### src/rtl/core/ccsm_pkg.sv
// Shared types, codes and sizes for the charger connector state machine.
package ccsm_pkg;

  localparam int NUM_GUNS = 2;
  localparam int GUN_IDX_W = (NUM_GUNS > 1) ? $clog2(NUM_GUNS) : 1;

  typedef enum logic [3:0] {
    ST_SELF_CHECK  = 4'd0,
    ST_AVAILABLE   = 4'd1,
    ST_PREPARING   = 4'd2,
    ST_CHARGING    = 4'd3,
    ST_EV_SUSP     = 4'd4,
    ST_EVSE_SUSP   = 4'd5,
    ST_FINISHING   = 4'd6,
    ST_RESERVED    = 4'd7,
    ST_UNAVAILABLE = 4'd8,
    ST_FAULTED     = 4'd9
  } work_state_t;

  // BMS phase codes; codes 1 and 7 are unnamed and are compared as they stand
  localparam logic [2:0] PH_WAIT     = 3'd0;
  localparam logic [2:0] PH_CABLE_CK = 3'd2;
  localparam logic [2:0] PH_CHARGE   = 3'd3;
  localparam logic [2:0] PH_FINISH   = 3'd4;
  localparam logic [2:0] PH_FAULT_AB = 3'd5;
  localparam logic [2:0] PH_FAULT_C  = 3'd6;

  typedef enum logic [2:0] {
    RS_NONE     = 3'd0,
    RS_FAULT    = 3'd1,
    RS_PLUG_IN  = 3'd2,
    RS_PLUG_OUT = 3'd3,
    RS_START    = 3'd4
  } status_reason_t;

  typedef enum logic [2:0] {
    SR_DEFAULT     = 3'd0,
    SR_LOCK        = 3'd1,
    SR_CAR         = 3'd2,
    SR_EMERGENCY   = 3'd3,
    SR_CAR_RUNNING = 3'd4,
    SR_DOOR        = 3'd5,
    SR_FAULT       = 3'd6
  } stop_reason_t;

  typedef enum logic [2:0] {
    LED_GREEN  = 3'd0,
    LED_BLUE   = 3'd1,
    LED_YELLOW = 3'd2,
    LED_RED    = 3'd3,
    LED_KEEP   = 3'd4
  } led_color_t;

  typedef enum logic [1:0] {
    PAT_STEADY  = 2'd0,
    PAT_BLINK   = 2'd1,
    PAT_BREATHE = 2'd2
  } led_pattern_t;

  typedef struct packed {
    logic       gun;
    logic       fault_present;
    logic       plugged;
    logic [2:0] bms_phase;
    logic       ev_paused;
    logic       order_running;
    logic       lock_check_ok;
    logic       lock_fault;
    logic       estop_fault;
    logic       outside_volt_high;
    logic       door_open;
  } ccsm_item_t;

  typedef struct packed {
    logic           gun_out;
    work_state_t    work_state;
    logic           state_changed;
    status_reason_t status_reason;
    logic           stop_order;
    stop_reason_t   stop_reason;
    logic           clear_auth;
    logic           return_to_wait;
    logic           cst_fault;
    led_color_t     led_color;
    led_pattern_t   led_pattern;
  } ccsm_result_t;

  // write request from the rule logic to the state store
  typedef struct packed {
    logic                 en;
    logic [GUN_IDX_W-1:0] idx;
    work_state_t          state;
  } ccsm_wr_t;

endpackage

### src/rtl/core/charger_connector_state_machine_core.sv
// Top level: input register, connector rule logic and result register.
// One connector tick is accepted per clock while in_stall is low. An accepted
// tick loads the input register and then, once the result side can take it,
// the result register. Throughput is one tick per cycle unless stalled, set by
// the single rule-logic pass that reads and writes the per-connector state in
// the same cycle, so back-to-back ticks for one connector always see the latest
// state.
// in_stall rises only when both the input register and the result register
// hold a beat and the result side is stalled. No clearing pass is needed:
// reset puts every connector in self-check at once.
module charger_connector_state_machine_core import ccsm_pkg::*; (
  input  logic       clk,
  input  logic       rst,
  input  logic       in_valid,
  output logic       in_stall,
  input  logic       gun,
  input  logic       fault_present,
  input  logic       plugged,
  input  logic [2:0] bms_phase,
  input  logic       ev_paused,
  input  logic       order_running,
  input  logic       lock_check_ok,
  input  logic       lock_fault,
  input  logic       estop_fault,
  input  logic       outside_volt_high,
  input  logic       door_open,
  output logic       out_valid,
  input  logic       out_stall,
  output logic       gun_out,
  output logic [3:0] work_state,
  output logic       state_changed,
  output logic [2:0] status_reason,
  output logic       stop_order,
  output logic [2:0] stop_reason,
  output logic       clear_auth,
  output logic       return_to_wait,
  output logic       cst_fault,
  output logic [2:0] led_color,
  output logic [1:0] led_pattern
);

  ccsm_item_t   item;
  logic         item_valid;
  ccsm_result_t result;
  ccsm_result_t res_comb;
  work_state_t  cur_state;
  work_state_t  state_next;
  ccsm_wr_t     wr;
  logic         advance;
  logic         in_range;
  logic [GUN_IDX_W-1:0] idx;

  assign advance  = !out_valid || !out_stall;
  assign in_stall = item_valid && !advance;
  assign in_range = (int'(item.gun) < NUM_GUNS);
  assign idx      = GUN_IDX_W'(item.gun);

  always_ff @(posedge clk) begin
    if (rst) begin
      item_valid <= 1'b0;
    end else if (!in_stall) begin
      item_valid <= in_valid;
    end
  end

  always_ff @(posedge clk) begin
    if (in_valid && !in_stall) begin
      item <= '{gun: gun, fault_present: fault_present, plugged: plugged,
                bms_phase: bms_phase, ev_paused: ev_paused,
                order_running: order_running, lock_check_ok: lock_check_ok,
                lock_fault: lock_fault, estop_fault: estop_fault,
                outside_volt_high: outside_volt_high, door_open: door_open};
    end
  end

  ccsm_state_store u_store (
    .clk         (clk),
    .rst         (rst),
    .rd_idx      (idx),
    .rd_in_range (in_range),
    .rd_state    (cur_state),
    .wr          (wr)
  );

  ccsm_rules u_rules (
    .item       (item),
    .in_range   (in_range),
    .cur_state  (cur_state),
    .state_next (state_next),
    .res        (res_comb)
  );

  // commit the state only when the beat moves into the result register
  assign wr.en    = item_valid && advance && in_range;
  assign wr.idx   = idx;
  assign wr.state = state_next;

  always_ff @(posedge clk) begin
    if (rst) begin
      out_valid <= 1'b0;
    end else if (advance) begin
      out_valid <= item_valid;
    end
  end

  always_ff @(posedge clk) begin
    if (advance && item_valid) begin
      result <= res_comb;
    end
  end

  assign gun_out        = result.gun_out;
  assign work_state     = result.work_state;
  assign state_changed  = result.state_changed;
  assign status_reason  = result.status_reason;
  assign stop_order     = result.stop_order;
  assign stop_reason    = result.stop_reason;
  assign clear_auth     = result.clear_auth;
  assign return_to_wait = result.return_to_wait;
  assign cst_fault      = result.cst_fault;
  assign led_color      = result.led_color;
  assign led_pattern    = result.led_pattern;

  a_hold_pending: assert property (@(posedge clk) disable iff (rst)
    item_valid && !advance |=> item_valid && $stable(item))
    else $error("pending input beat lost while result side stalled");

  a_stop_reason_idle: assert property (@(posedge clk) disable iff (rst)
    out_valid && !stop_order |-> stop_reason == SR_DEFAULT)
    else $error("stop reason set without stop request");

  a_cst_to_fault: assert property (@(posedge clk) disable iff (rst)
    out_valid && cst_fault |-> work_state == ST_FAULTED && state_changed)
    else $error("CST fault request without move to faulted");

  a_keep_led_steady: assert property (@(posedge clk) disable iff (rst)
    out_valid && led_color == LED_KEEP |-> led_pattern == PAT_STEADY)
    else $error("LED pattern set while color is left unchanged");

endmodule

### src/rtl/core/ccsm_state_store.sv
// Per-connector work state registers with one read and one write port.
module ccsm_state_store import ccsm_pkg::*; (
  input  logic                 clk,
  input  logic                 rst,
  input  logic [GUN_IDX_W-1:0] rd_idx,
  input  logic                 rd_in_range,
  output work_state_t          rd_state,
  input  ccsm_wr_t             wr
);

  work_state_t state [NUM_GUNS];

  always_ff @(posedge clk) begin
    if (rst) begin
      for (int i = 0; i < NUM_GUNS; i++) begin
        state[i] <= ST_SELF_CHECK;
      end
    end else if (wr.en) begin
      for (int i = 0; i < NUM_GUNS; i++) begin
        if (wr.idx == GUN_IDX_W'(i)) begin
          state[i] <= wr.state;
        end
      end
    end
  end

  // out-of-range connectors read as self-check; their results ignore it anyway
  assign rd_state = rd_in_range ? state[rd_idx] : ST_SELF_CHECK;

endmodule

### src/rtl/core/ccsm_rules.sv
// Transition rules, request outputs and LED decode for one connector tick.
module ccsm_rules import ccsm_pkg::*; (
  input  ccsm_item_t   item,
  input  logic         in_range,
  input  work_state_t  cur_state,
  output work_state_t  state_next,
  output ccsm_result_t res
);

  logic       flt;
  logic       plug;
  logic       pause;
  logic       order;
  logic [2:0] ph;

  assign flt   = item.fault_present;
  assign plug  = item.plugged;
  assign pause = item.ev_paused;
  assign order = item.order_running;
  assign ph    = item.bms_phase;

  // next state
  always_comb begin
    state_next = cur_state;
    case (cur_state)
      ST_AVAILABLE: begin
        if (flt) state_next = ST_FAULTED;
        else if (plug) state_next = ST_PREPARING;
      end
      ST_PREPARING: begin
        if (flt) state_next = ST_FAULTED;
        else if (!plug) state_next = ST_AVAILABLE;
        else if (ph >= PH_CABLE_CK && ph != PH_FAULT_AB) state_next = ST_EVSE_SUSP;
      end
      ST_CHARGING: begin
        if (flt) state_next = ST_FAULTED;
        else if (pause) state_next = ST_EV_SUSP;
        else if (ph == PH_FINISH) state_next = ST_FINISHING;
        else if (ph == PH_FAULT_AB) state_next = ST_FAULTED;
        else if (ph == PH_FAULT_C) state_next = ST_EVSE_SUSP;
      end
      ST_EV_SUSP: begin
        if (flt) state_next = ST_FAULTED;
        else if (!pause) state_next = ST_CHARGING;
        else if (ph == PH_FINISH) state_next = ST_FINISHING;
        else if (ph == PH_FAULT_AB) state_next = ST_FAULTED;
        else if (ph == PH_FAULT_C) state_next = ST_EVSE_SUSP;
      end
      ST_EVSE_SUSP: begin
        if (flt) state_next = ST_FAULTED;
        else if (ph == PH_WAIT) state_next = ST_AVAILABLE;
        else if (ph == PH_CHARGE) state_next = ST_CHARGING;
        else if (ph == PH_FINISH) state_next = ST_FINISHING;
        else if (ph == PH_FAULT_AB) state_next = ST_FAULTED;
      end
      ST_FINISHING: begin
        if (flt) state_next = ST_FAULTED;
        else if (!plug) state_next = ST_AVAILABLE;
      end
      ST_RESERVED, ST_UNAVAILABLE: state_next = cur_state;
      ST_FAULTED: begin
        if (!flt) begin
          if (plug) state_next = (ph != PH_FINISH) ? ST_PREPARING : ST_FINISHING;
          else state_next = ST_AVAILABLE;
        end
      end
      default: begin
        if (item.lock_check_ok) state_next = ST_AVAILABLE;
      end
    endcase
  end

  // requests, status reason and LED
  always_comb begin
    res = '0;
    res.gun_out       = item.gun;
    res.work_state    = state_next;
    res.state_changed = (state_next != cur_state);
    res.status_reason = RS_NONE;
    res.stop_reason   = SR_DEFAULT;
    res.led_color     = LED_KEEP;
    res.led_pattern   = PAT_STEADY;

    case (cur_state)
      ST_AVAILABLE: begin
        res.stop_order = order;
        if (order && item.lock_fault) res.stop_reason = SR_LOCK;
        if (flt) res.status_reason = RS_FAULT;
        else if (plug) res.status_reason = RS_PLUG_IN;
      end
      ST_PREPARING: begin
        if (flt) res.status_reason = RS_FAULT;
        else if (!plug) res.status_reason = RS_PLUG_OUT;
      end
      ST_CHARGING: begin
        if (flt) begin
          res.cst_fault     = 1'b1;
          res.status_reason = RS_FAULT;
        end else if (!pause) begin
          if (ph == PH_FINISH) res.clear_auth = 1'b1;
          else if (ph == PH_FAULT_AB) res.status_reason = RS_FAULT;
        end
      end
      ST_EV_SUSP: begin
        if (flt) res.status_reason = RS_FAULT;
        else if (pause) begin
          if (ph == PH_FINISH) res.clear_auth = 1'b1;
          else if (ph == PH_FAULT_AB) res.status_reason = RS_FAULT;
        end
      end
      ST_EVSE_SUSP: begin
        if (flt) res.status_reason = RS_FAULT;
        else if (ph == PH_CHARGE) res.status_reason = RS_START;
        else if (ph == PH_FINISH) res.clear_auth = 1'b1;
        else if (ph == PH_FAULT_AB) res.status_reason = RS_FAULT;
      end
      ST_FINISHING: begin
        res.stop_order = order;
        if (order) res.stop_reason = SR_CAR;
        if (flt) res.status_reason = RS_FAULT;
        else if (!plug) begin
          res.return_to_wait = 1'b1;
          res.clear_auth     = 1'b1;
        end
      end
      ST_RESERVED, ST_UNAVAILABLE: res.stop_order = 1'b0;
      ST_FAULTED: begin
        res.clear_auth = 1'b1;
        res.stop_order = order;
        if (order) begin
          if (item.estop_fault) res.stop_reason = SR_EMERGENCY;
          else if (item.outside_volt_high) res.stop_reason = SR_CAR_RUNNING;
          else if (item.door_open) res.stop_reason = SR_DOOR;
          else res.stop_reason = SR_FAULT;
        end
        if (!flt && !plug && ph != PH_WAIT) res.return_to_wait = 1'b1;
      end
      default: res.stop_order = 1'b0;
    endcase

    // LED follows the state held at the start of the tick
    case (cur_state)
      ST_AVAILABLE:   begin res.led_color = LED_GREEN;  res.led_pattern = PAT_STEADY;  end
      ST_PREPARING:   begin res.led_color = LED_BLUE;   res.led_pattern = PAT_BLINK;   end
      ST_CHARGING:    begin res.led_color = LED_BLUE;   res.led_pattern = PAT_BREATHE; end
      ST_EV_SUSP:     begin res.led_color = LED_BLUE;   res.led_pattern = PAT_BLINK;   end
      ST_EVSE_SUSP:   begin res.led_color = LED_BLUE;   res.led_pattern = PAT_BLINK;   end
      ST_FINISHING:   begin res.led_color = LED_BLUE;   res.led_pattern = PAT_STEADY;  end
      ST_RESERVED:    begin res.led_color = LED_BLUE;   res.led_pattern = PAT_BLINK;   end
      ST_UNAVAILABLE: begin res.led_color = LED_YELLOW; res.led_pattern = PAT_STEADY;  end
      ST_FAULTED:     begin res.led_color = LED_RED;    res.led_pattern = PAT_STEADY;  end
      default:        begin res.led_color = LED_KEEP;   res.led_pattern = PAT_STEADY;  end
    endcase

    // unknown connector: echo the index, leave the LED alone, report nothing
    if (!in_range) begin
      res           = '0;
      res.gun_out   = item.gun;
      res.work_state    = ST_SELF_CHECK;
      res.status_reason = RS_NONE;
      res.stop_reason   = SR_DEFAULT;
      res.led_color     = LED_KEEP;
      res.led_pattern   = PAT_STEADY;
    end
  end

endmodule

### config.mk
export PLATFORM = sky130hd
export DESIGN_NAME = charger_connector_state_machine_core
export DESIGN_NICKNAME = d
export VERILOG_FILES = /design/src/rtl/core/ccsm_pkg.sv /design/src/rtl/core/charger_connector_state_machine_core.sv /design/src/rtl/core/ccsm_state_store.sv /design/src/rtl/core/ccsm_rules.sv
export SDC_FILE = /design/constraint.sdc
export NUM_CORES = 1
export LEC_CHECK = 0
export ABC_AREA = 0
export BUFFER_PORTS_ARGS = -buffer_cell sky130_fd_sc_hd__buf_2
export CAP_MARGIN = 20
export CORE_ASPECT_RATIO = 2
export CORE_MARGIN = 2
export CORE_UTILIZATION = 51
export CTS_CLUSTER_DIAMETER = 80
export CTS_CLUSTER_SIZE = 10
export DETAILED_ROUTE_END_ITERATION = 8
export PLACE_DENSITY_LB_ADDON = 0.08
export SYNTH_ARGS = -nofsm -noshare
export SYNTH_HDL_FRONTEND = slang
export SYNTH_SLANG_ARGS = --single-unit
### constraint.sdc
create_clock -name clk -period 2.8 [get_ports clk]
set_clock_uncertainty 0.2 [all_clocks]
set_input_delay 0.28 -clock clk [delete_from_list [all_inputs] [get_ports clk]]
set_output_delay 0.28 -clock clk [all_outputs]
set_load 0.01 [all_outputs]
Yosys cells after proc, flatten, opt, wreduce, memory -nomap -nowiden
Memories as Yosys holds them, arrays and structs flattened. A register that Yosys moved wholly into a read port is not among the register bits.
Index checks and enable logic that the tools add are counted.
{ "word_totals": {"register_bits": 31, "ram_bits": 8, "mem_bits_ro": 80, "in_bits": 17, "out_inout_bits": 23, "wordCells": 132, "memories": 2} }
{ "classes": {"n_lt_le_gt_ge": 1, "eq_ne": 16, "n_mux": 71, "bitwise": 2, "n_reduce_logical": 18} }
{ "memory_table": {"columns": ["name", "depth", "word_bits", "read_ports", "rd_clocked_by_memory_dff", "wr", "line_no", "text"], "rows": [
  ["(name not given)", 16, 5, 1, 1, 0, "ccsm_rules.sv:142", "case (cur_state)"],
  ["u_store.state", 2, 4, 1, 1, 2, "ccsm_state_store.sv:11", "work_state_t state [NUM_GUNS];"]
]} }
{ "ops": {"columns": ["operator", "n"], "rows": [
  ["$mux 4", 24],
  ["$pmux 4 s8", 1],
  ["$mux 3", 10],
  ["$mux 1", 24],
  ["$pmux 3 s6", 1],
  ["$eq 4x3->1 const B", 4],
  ["$mux 2", 8],
  ["$eq 3x3->1 const B", 3],
  ["$pmux 3 s3", 1],
  ["$eq 4x2->1 const B", 2],
  ["$eq 4x4->1 const B", 2],
  ["$logic_and 1x1->1", 7],
  ["$logic_not 1->1", 6],
  ["$ne 3x3->1 const B", 2],
  ["$pmux 1 s5", 1],
  ["$eq 4x1->1 const B", 1],
  ["$ne 4x4->1", 1],
  ["$eq 3x2->1 const B", 1],
  ["$ge 3x2->1 const B", 1],
  ["$logic_not 3->1", 1],
  ["$reduce_bool 3->1", 1],
  ["$reduce_or 3->1", 1],
  ["$or 1x1->1", 2],
  ["$pmux 1 s2", 1],
  ["2 further kinds", 2]
]} }

Longest topological paths before layout
Gate-level depths: netlist (run 1).
{ "logic_depth": {"ltp_word": 8, "depth_mapped": 10, "ltp_nobuf": 8} }

Cells and area by module
A second synthesis (run 1) with hierarchy kept.
{ "hier_totals": {"hier_cells": 235, "hier_area_um2": 2469.9} }
{ "modules_own_cells": {"columns": ["mod", "instances", "cells_per_inst", "area_per_inst_um2", "seq_area_each_um2"], "rows": [
  ["charger_connector_state_machine_core", 1, 45, 1111.1, 1061.0],
  ["ccsm_rules", 1, 165, 989.7, 0.0],
  ["ccsm_state_store", 1, 25, 369.1, 240.2]
]} }

Worst setup path before layout (run 1)
OpenSTA, ideal clock, no wires.
{ "synth_timing": {"path_type": "register -> register", "startpoint": "memory u_store.state[0][1] (netlist name)", "endpoint": "register result (netlist bit state_changed), data pin", "setup_time_ns": 0.272, "t_arrival_ns": 2.213, "required_time_ns": 2.328, "path_slack_ns": 0.115, "path_stages_with_launch": 9, "n_path_buf": 0, "period_less_slack_ns": 2.685, "path_cell_list": "edfxtp_1 > mux2_4 > nand4_2 > inv_2 > o221a_1 > a211oi_2 > a21oi_1 > a31o_1 > or4_1"} }
{ "synth_lines": {"columns": ["element", "line_no", "text"], "rows": [
  ["start, declared", "ccsm_state_store.sv:11", null],
  ["end signal, assigned", "charger_connector_state_machine_core.sv:108", "result <= res_comb;"],
  ["end, declared", "charger_connector_state_machine_core.sv:44", "ccsm_result_t result;"]
]} }

==> flow_summary.ini, run 1 <==
[route]
ant_nets = 0
vias_per_cell = 5.97
drc = 0
vias = 2406
wl_per_cell_um = 18.6
totalWireLength_mm = 7.48
drtIter0Drc = 91
first_pass_iters = 4

[timing]
max_freq_ghz = 0.355
setup_slack_ns = -0.0198
period_needed_ns = 2.82
maxSlewViolCount = 0
finalHoldViolations = 0
tightest_slew_ns = 0.459
relSlewSlack = 0.691
setup_viol = 1
rsz0062_at_grt = true
fin_crit_sh = 1.01

[setup_path]
slowest_delay_ns = 0.53
start_kind = flip-flop
timing.rr.start = u_store.state[0][1]
crit_type = flip-flop to flip-flop
crit_path_top_delay_cell = edfxtp_1
reg2regPathDepth = 8
worstSetupEndpoint = state_changed
crit_arrival_ns = 2.67
cp-end-kind = flip-flop
crit_required_ns = 2.65
r2r-end = state_changed
cp_max_fo = 7
ff2ff_setup_slack_ns = -0.02
path_cells = mux2_4 > nand4_4 > inv_2 > o221a_1 > a211oi_2 > a21oi_1 > a31o_1 > or4_1
crit_path_start = u_store.state[0][1]

[cells_and_area]
multiInputGateArea_um2 = 1170
antenna_cells = 0
area_delta_synth_final_pct = 40.0
final_cell_mix = buf_4 (58), edfxtp_1 (42), buf_2 (39)
register_area_um2 = 1330
final_common_cell = buf_4
stdcell_area_um2 = 3530
layout.nets = 362
layout-drive-gt1-share = 0.370
fillers = 359

[grt]
antenna_found_initial = 0
grt_max_degree = 22
grt.total_usage = 0.297
grt_pass1_vias = 2299
grt_pass1_wl_mm = 11.4
overflow = 0

[pwr]
leakage_nw = 1.44
p_per_area_nw_per_um2 = 472
ir_worst_vdd_mv = 0.414
finalPower_mw = 1.67

[synthesis]
synth_top_area_cell = edfxtp_1
syn_avg_cell_area_um2 = 10.7
synth-seq-cells = 45
yosysTopAreaCellShare = 0.500
yosysSeqAreaShare = 0.524
ys.flop_type = edfxtp_1
synth_warnings = 0
syn_nets = 252
synthCells = 235
synth_cell_types = 59
synth_area_um2 = 2520
synthArstFlopShare = 0
synthTopCellsByArea = edfxtp_1 (50%), nor2_1 (3.1%), dfxtp_1 (2.4%)
synth_edf_count = 42

[cts]
clockRootBuffer = clkbuf_8
cts_buffer_depth = 2
cts_tree = built
cts_sinks = 45
clk_latency_ns = 0.30
numCtsBuffers = 5
htreeDepth = 2
path_clk_slew_ns = 0.08

[die]
die-area_um2 = 5560
num_io_pins = 40
rows = 36
start_util = 0.523
dieHeight_um = 103
core_um2 = 4820
dieWidth_um = 53.7

[outcome]
outcome = finished with violations
violations = negative setup slack

[placement]
place_area_um2 = 3160
io_buffers = 39
gp_congestion = 0.992
hpwl_mm = 5.47

[flow_run]
cap_violations = 0

[worst_hold_path]
worstHoldPathType = input port to flip-flop
## cell families after synthesis
group	count (synthesis)	synth area share
AO/OA/AOI/OAI	71	0.204
flip-flops	45	0.524
multiplexers	9	0.0412
buffers and inverters	20	0.0367
XOR/XNOR	1	0.00347
AND/OR/NAND/NOR	89	0.191
## worst max-delay path: cells and delay by family (launching register included)
family | cells | cell delay [ns]
flops | 1 | 0.53
buf+inv | 1 | 0.04
compound gates | 4 | 0.81
mux | 1 | 0.36
simple gates | 2 | 0.61
## how the worst min path moves through the flow
stage	start	cells after the start	to
detailed placement	ev_paused	1	item[6]
global route	in_valid	3	item_valid
floorplan	rst	1	item_valid
finish	in_valid	3	item_valid
global placement	bms_phase[0]	1	item[7]
CTS	in_valid	3	item_valid
## sequential cells by signal, indices dropped and copies added, names as in the netlist, named ones only
| name | count |
|---|---|
| u_store.state | 8 |
| led_color | 3 |
| item_valid | 1 |
| gun_out | 1 |
| return_to_wait | 1 |
| out_valid | 1 |
| item | 12 |
| state_changed | 1 |
| cst_fault | 1 |
| clear_auth | 1 |
| idx | 1 |
| stop_order | 1 |
| work_state | 4 |
| stop_reason | 3 |
| status_reason | 3 |
| led_pattern | 2 |
## layer usage
layer | share of wire | wire length, um | GRT usage
met3 | 0.068 | 506 | 0.0517
met2 | 0.52 | 3910 | 0.495
met5 | 0 | 0 | 0
met1 | 0.34 | 2560 | 0.324
met4 | 0.067 | 501 | 0.219
## Yosys cell counts, types with 3 or more instances
| master | number |
|---|---|
| edfxtp_1 | 42 |
| nor2_1 | 21 |
| nand2_1 | 12 |
| o21ai_0 | 12 |
| a21oi_1 | 11 |
| and2_1 | 9 |
| nand3_1 | 9 |
| nor2b_1 | 7 |
| nor3_1 | 7 |
| a31oi_1 | 6 |
| clkbuf_1 | 6 |
| inv_1 | 6 |
| nand2b_1 | 6 |
| buf_2 | 5 |
| nor4_1 | 5 |
| mux2i_1 | 4 |
| o211ai_1 | 4 |
| a211oi_1 | 3 |
| a21o_1 | 3 |
| dfxtp_1 | 3 |
| mux2_2 | 3 |
| nand4_1 | 3 |
| nor3b_1 | 3 |
| o21bai_1 | 3 |
## final cells by class
class / instances / share of cell area
flip-flops and latches: 45 / 0.375
multi-input cells: 170 / 0.333
repair buffers: 116 / 0.242
clock buffers: 7 / 0.0216
well taps: 57 / 0.0202
inverters: 7 / 0.00744
clock inverters: 1 / 0.00106
## through the flow
stage	util	setup TNS, ns	setup slack (ns)	std cells	hold WS (ns)
4_1_cts	0.706	0	0.000989	395	0.0233
3_3_place_gp	0.657	-0.322	-0.175	372	0.256
5_1_grt	0.733	-0.103	-0.0928	403	0.0675
3_5_place_dp	0.657	-0.367	-0.212	372	0.258
6_report	0.733	-0.0198	-0.0198	403	0.0290
2_1_floorplan	-	0	0.115	235	0.149
## power breakdown
part,internal (mW),switching [mW],total [mW]
combinational,0.230,0.233,0.463
clock,0.174,0.213,0.387
sequential,0.786,0.0306,0.817
## timing repair
action / 4_1_cts / 5_1_grt
pin swaps: 4 / 7
hold buffers: 14 / 0
setup buffers: 1 / 8
hold endpoints to repair: 15 / 0
gates resized for setup: 6 / 18
setup endpoints to repair: 6 / 4
No activity file was read; power rests on OpenSTA's default activity.
==> run 2: changes to the inputs <==
--- a/config.mk
+++ b/config.mk
@@ -15,6 +15,7 @@
 export CTS_CLUSTER_SIZE = 10
 export DETAILED_ROUTE_END_ITERATION = 8
 export PLACE_DENSITY_LB_ADDON = 0.08
+export REMOVE_ABC_BUFFERS = 1
 export SYNTH_ARGS = -nofsm -noshare
 export SYNTH_HDL_FRONTEND = slang
 export SYNTH_SLANG_ARGS = --single-unit
==> run 2 against run 1 <==
The run now ends clean. Worst setup slack better by 0.050 ns. Sequential power about the same. Final area shrank 1.4%. Sequential share of layout area rose by 0.53 points. Power grew 0.74%. Largest power group unchanged. Combinational power is 4% lower. Maximum frequency rose by 1.8%.
==> flow_summary.ini, run 2 (same netlist as run 1, synthesis figures left out) <==
[setup_path]
path_delay_family = compound AO/OA/AOI/OAI gates
cp_max_fo = 5
crit_required_ns = 2.65
ff2ff_setup_slack_ns = 0.03
reg2regPathDepth = 8
start_kind = flip-flop
cp-end-kind = flip-flop
crit_path_top_delay_cell = or4_1
crit_arrival_ns = 2.62
timing.rr.start = u_store.state[0][0]
slowest_delay_ns = 0.53
crit_type = flip-flop to flip-flop
crit_buf_inv = 1
path_cells = mux2_4 > nand4_4 > inv_2 > o221a_1 > a211oi_2 > a21oi_1 > a31o_1 > or4_1
r2r-end = state_changed

[grt]
antenna_found_initial = 0
grt_pass1_vias = 2336
grt.total_usage = 0.301
overflow = 0
grt_pass1_wl_mm = 11.6
grt_max_degree = 23

[die]
start_util = 0.523
core_um2 = 4820
rows = 36
num_io_pins = 40
dieWidth_um = 53.7
die-area_um2 = 5560
dieHeight_um = 103

[timing]
fin_crit_sh = 0.989
tightest_slew_ns = 0.589
whs_ns = 0.0233
finalHoldViolations = 0
setup_slack_ns = 0.0299
setup_viol = 0
maxSlewViolCount = 0
period_needed_ns = 2.77
relSlewSlack = 0.606
rsz0062_at_grt = true
max_freq_ghz = 0.361

[cells_and_area]
final_cell_mix = buf_4 (57), edfxtp_1 (42), buf_2 (39)
layout.nets = 359
antenna_cells = 0
fillers = 378
largest_reg_flops = 12
final_util = 0.722
regMostFlops = item
final_common_cell = buf_4
area_delta_synth_final_pct = 38.1
stdcell_area_um2 = 3480
layout-drive-gt1-share = 0.370

[worst_hold_path]
holdPathStages = 3
worstHoldStart = in_valid
worstHoldPathType = input port to flip-flop
hold_end = item_valid

[pwr]
ir_worst_vdd_mv = 0.481
p_per_area_nw_per_um2 = 482
leakage_nw = 1.42

[route]
ant_nets = 0
vias_per_cell = 6.15
drc = 0
vias = 2459
first_pass_iters = 5
drtIter0Drc = 107
wl_per_cell_um = 19.1
totalWireLength_mm = 7.63

[placement]
hpwl_mm = 5.65
io_buffers = 39
place_area_um2 = 3130
pre_cts_slack_ns = -0.130
gp_congestion = 1.10

[cts]
cts_buffer_depth = 2
numCtsBuffers = 5
clockRootBuffer = clkbuf_8
htreeDepth = 2
clk_latency_ns = 0.31
cts_tree = built
cts_sinks = 45
path_clk_slew_ns = 0.09

[outcome]
outcome = finished, final reports clean

[flow_run]
cap_violations = 0
==> run 2: stage by stage <==
step / power (mW) / cells / setup TNS [ns]
after floorplan: 1.02 / 222 / -0.426
after global placement: 1.22 / 373 / -0.129
after detailed placement: 1.22 / 373 / -0.130
after CTS: 1.66 / 399 / 0
after global routing: 1.74 / 400 / -0.0422
final: 1.68 / 400 / 0
==> run 2: cell type report <==
cell class | count | area, um^2 | share of cell area
sequential | 45 | 1330 | 0.381
multi-input combinational | 170 | 1170 | 0.336
timing repair buffer | 113 | 797 | 0.229
tap | 57 | 71.3 | 0.0205
clock buffer | 5 | 68.8 | 0.0198
inverter | 7 | 26.3 | 0.00755
clock inverter | 3 | 25.0 | 0.00719
==> run 2: report_power, final <==
part	internal [mW]	leakage [nW]	switching (mW)
registers	0.786	0.438	0.0279
logic	0.209	0.943	0.237
clock network	0.180	0.0447	0.240
total	1.17	1.42	0.504
==> run 2: tightest hold or removal path: stages <==
cell and delay (ns):
buf_2 0.10, inv_1 0.06, a21oi_1 0.06
==> run 2: worst max-delay path by stage <==
stage	from	end	slack [ns]	cells past startpoint
2_1_floorplan	flip-flop	state_changed	-0.40	6
3_3_place_gp	flip-flop	state_changed	-0.13	8
3_5_place_dp	flip-flop	state_changed	-0.13	8
4_1_cts	flip-flop	state_changed	0.003	8
5_1_grt	flip-flop	state_changed	-0.04	8
6_report	u_store.state[0][0]	state_changed	0.03	8
==> run 2: per-layer routing <==
layer / vias to the layer above / routed length (um) / GRT usage
li1: 1127 / - / -
met1: 1140 / 2460 / 0.304
met2: 143 / 4060 / 0.509
met3: 49 / 473 / 0.0618
met4: 0 / 638 / 0.241
met5: - / 0 / 0
==> run 2: timing repair <==
item / in CTS / in global routing
endpoints found under the hold margin: 15 / 0
hold buffers: 14 / 0
gates resized for setup: 5 / 14
setup buffers: 4 / 1
setup endpoints to repair: 1 / 3
pin swaps: 1 / 6
==> run 3: changes to the inputs <==
--- a/config.mk
+++ b/config.mk
@@ -16,6 +16,7 @@
 export DETAILED_ROUTE_END_ITERATION = 8
 export PLACE_DENSITY_LB_ADDON = 0.08
 export REMOVE_ABC_BUFFERS = 1
+export SETUP_SLACK_MARGIN = 0.1
 export SYNTH_ARGS = -nofsm -noshare
 export SYNTH_HDL_FRONTEND = slang
 export SYNTH_SLANG_ARGS = --single-unit
==> run 3 against run 2 <==
The flow now finishes with violations (negative setup slack). Register-to-register slack got worse by 0.09 ns. Final area rose by 1.3%. First-iteration DRC count rose by 13%.
==> flow_summary.ini, run 3 (same netlist as run 1, synthesis figures left out) <==
[pwr]
p_per_area_nw_per_um2 = 481
ir_worst_vdd_mv = 0.483
finalPower_mw = 1.70
leakage_nw = 1.45

[setup_path]
path_delay_family = simple AND/OR/NAND/NOR gates
crit_arrival_ns = 2.71
crit_buf_inv = 2
crit_type = flip-flop to flip-flop
crit_path_top_delay_cell = or4_1
path_cells = buf_6 > and3b_1 > o211ai_1 > buf_4 > a21oi_1 > a211oi_2 > nand3_1 > a22o_1 > or4_1
crit_required_ns = 2.65
reg2regPathDepth = 9
cp-end-kind = flip-flop
path_depth = 9
slowest_delay_ns = 0.54
cp_max_fo = 13
start_kind = flip-flop

[die]
dieHeight_um = 103
num_io_pins = 40
rows = 36
die-area_um2 = 5560
core_um2 = 4820
dieWidth_um = 53.7
start_util = 0.523

[route]
drc = 0
ant_nets = 0
vias = 2463
first_pass_iters = 5
vias_per_cell = 6.10
drtIter0Drc = 121
totalWireLength_mm = 7.85
wl_per_cell_um = 19.4

[cts]
cts_sinks = 45
path_clk_slew_ns = 0.09
cts_tree = built
htreeDepth = 2
clockRootBuffer = clkbuf_8
cts_buffer_depth = 2
numCtsBuffers = 5
clk_latency_ns = 0.31

[flow_run]
cap_violations = 0

[cells_and_area]
instances_no_fill = 404
final_cell_mix = buf_4 (62), edfxtp_1 (42), buf_2 (39)
antenna_cells = 0
layout.nets = 363
final_common_cell = buf_4
regMostFlops = item
layout-drive-gt1-share = 0.392
largest_reg_flops = 12
area_delta_synth_final_pct = 39.9

[grt]
grt_util_met2 = 0.523
overflow = 0
grt_pass1_vias = 2346
grt_busiest_layer = met2
grtUsageMet1 = 0.322
grt.met3_usage = 0.0575
antenna_found_initial = 0
grt_max_degree = 23
grt.total_usage = 0.308
grt_pass1_wl_mm = 11.8

[placement]
io_buffers = 39
post-place-cells = 373
gp_congestion = 1.10
hpwl_mm = 5.65

[worst_hold_path]
worstHoldPathType = input port to flip-flop
holdPathStages = 3

[timing]
finalHoldViolations = 0
max_freq_ghz = 0.349
whs_ns = 0.0279
relSlewSlack = 0.606
rsz0062_at_grt = true
period_needed_ns = 2.86
maxSlewViolCount = 0
setup_viol = 1
setup_slack_ns = -0.0641
fin_crit_sh = 1.02
tightest_slew_ns = 0.588

[outcome]
violations = negative setup slack
outcome = finished with violations
==> run 3: cell type report <==
cell class / instances / area, um^2
Sequential cell: 45 / 1330
Fill cell: 372 / 1290
Multi-Input combinational cell: 170 / 1190
Timing Repair Buffer: 117 / 823
Tap cell: 57 / 71.3
Clock buffer: 5 / 68.8
Inverter: 7 / 26.3
Clock inverter: 3 / 25.0
==> run 3: repair_timing <==
item | 4_1_cts | 5_1_grt
gates resized for setup | 12 | 12
hold buffers | 14 | 0
hold endpoints to repair | 15 | 0
endpoints found under the setup margin | 7 | 3
pin swaps | 4 | 7
setup buffers | 7 | 2
==> run 3: path summary, 6_finish.rpt <==
kind	start	to	slack, ns
max	flip-flop	state_changed	-0.06
min	in_valid	item_valid	0.03
max reg2reg	flip-flop	state_changed	-0.06
min reg2reg	item_valid	item_valid	0.34
==> run 3: worst min-delay path, cell delays in order <==
cell	delay (ns)
buf_2	0.10
inv_1	0.06
a21oi_1	0.06
==> run 3: where the power goes <==
| group | switching [mW] | internal, mW | leakage, nW |
|---|---|---|---|
| Clock | 0.239 | 0.180 | 0.0447 |
| Combinational | 0.245 | 0.220 | 0.963 |
| Sequential | 0.0279 | 0.786 | 0.438 |
==> run 3: layer usage <==
metal,vias up,part of all wire
li1,1133,-
met5,-,0
met2,134,0.54
met4,0,0.067
met1,1154,0.33
met3,42,0.060
==> run 3: through the flow <==
stage / utilization / TNS [ns] / worst slack [ns] / instance area [um^2]
2_1_floorplan: - / -0.426 / -0.403 / 2450
3_3_place_gp: 0.650 / -0.129 / -0.129 / 3130
3_5_place_dp: 0.650 / -0.130 / -0.130 / 3130
4_1_cts: 0.721 / 0 / 0.0685 / 3470
5_1_grt: 0.732 / -0.132 / -0.132 / 3530
6_report: 0.732 / -0.0641 / -0.0641 / 3530
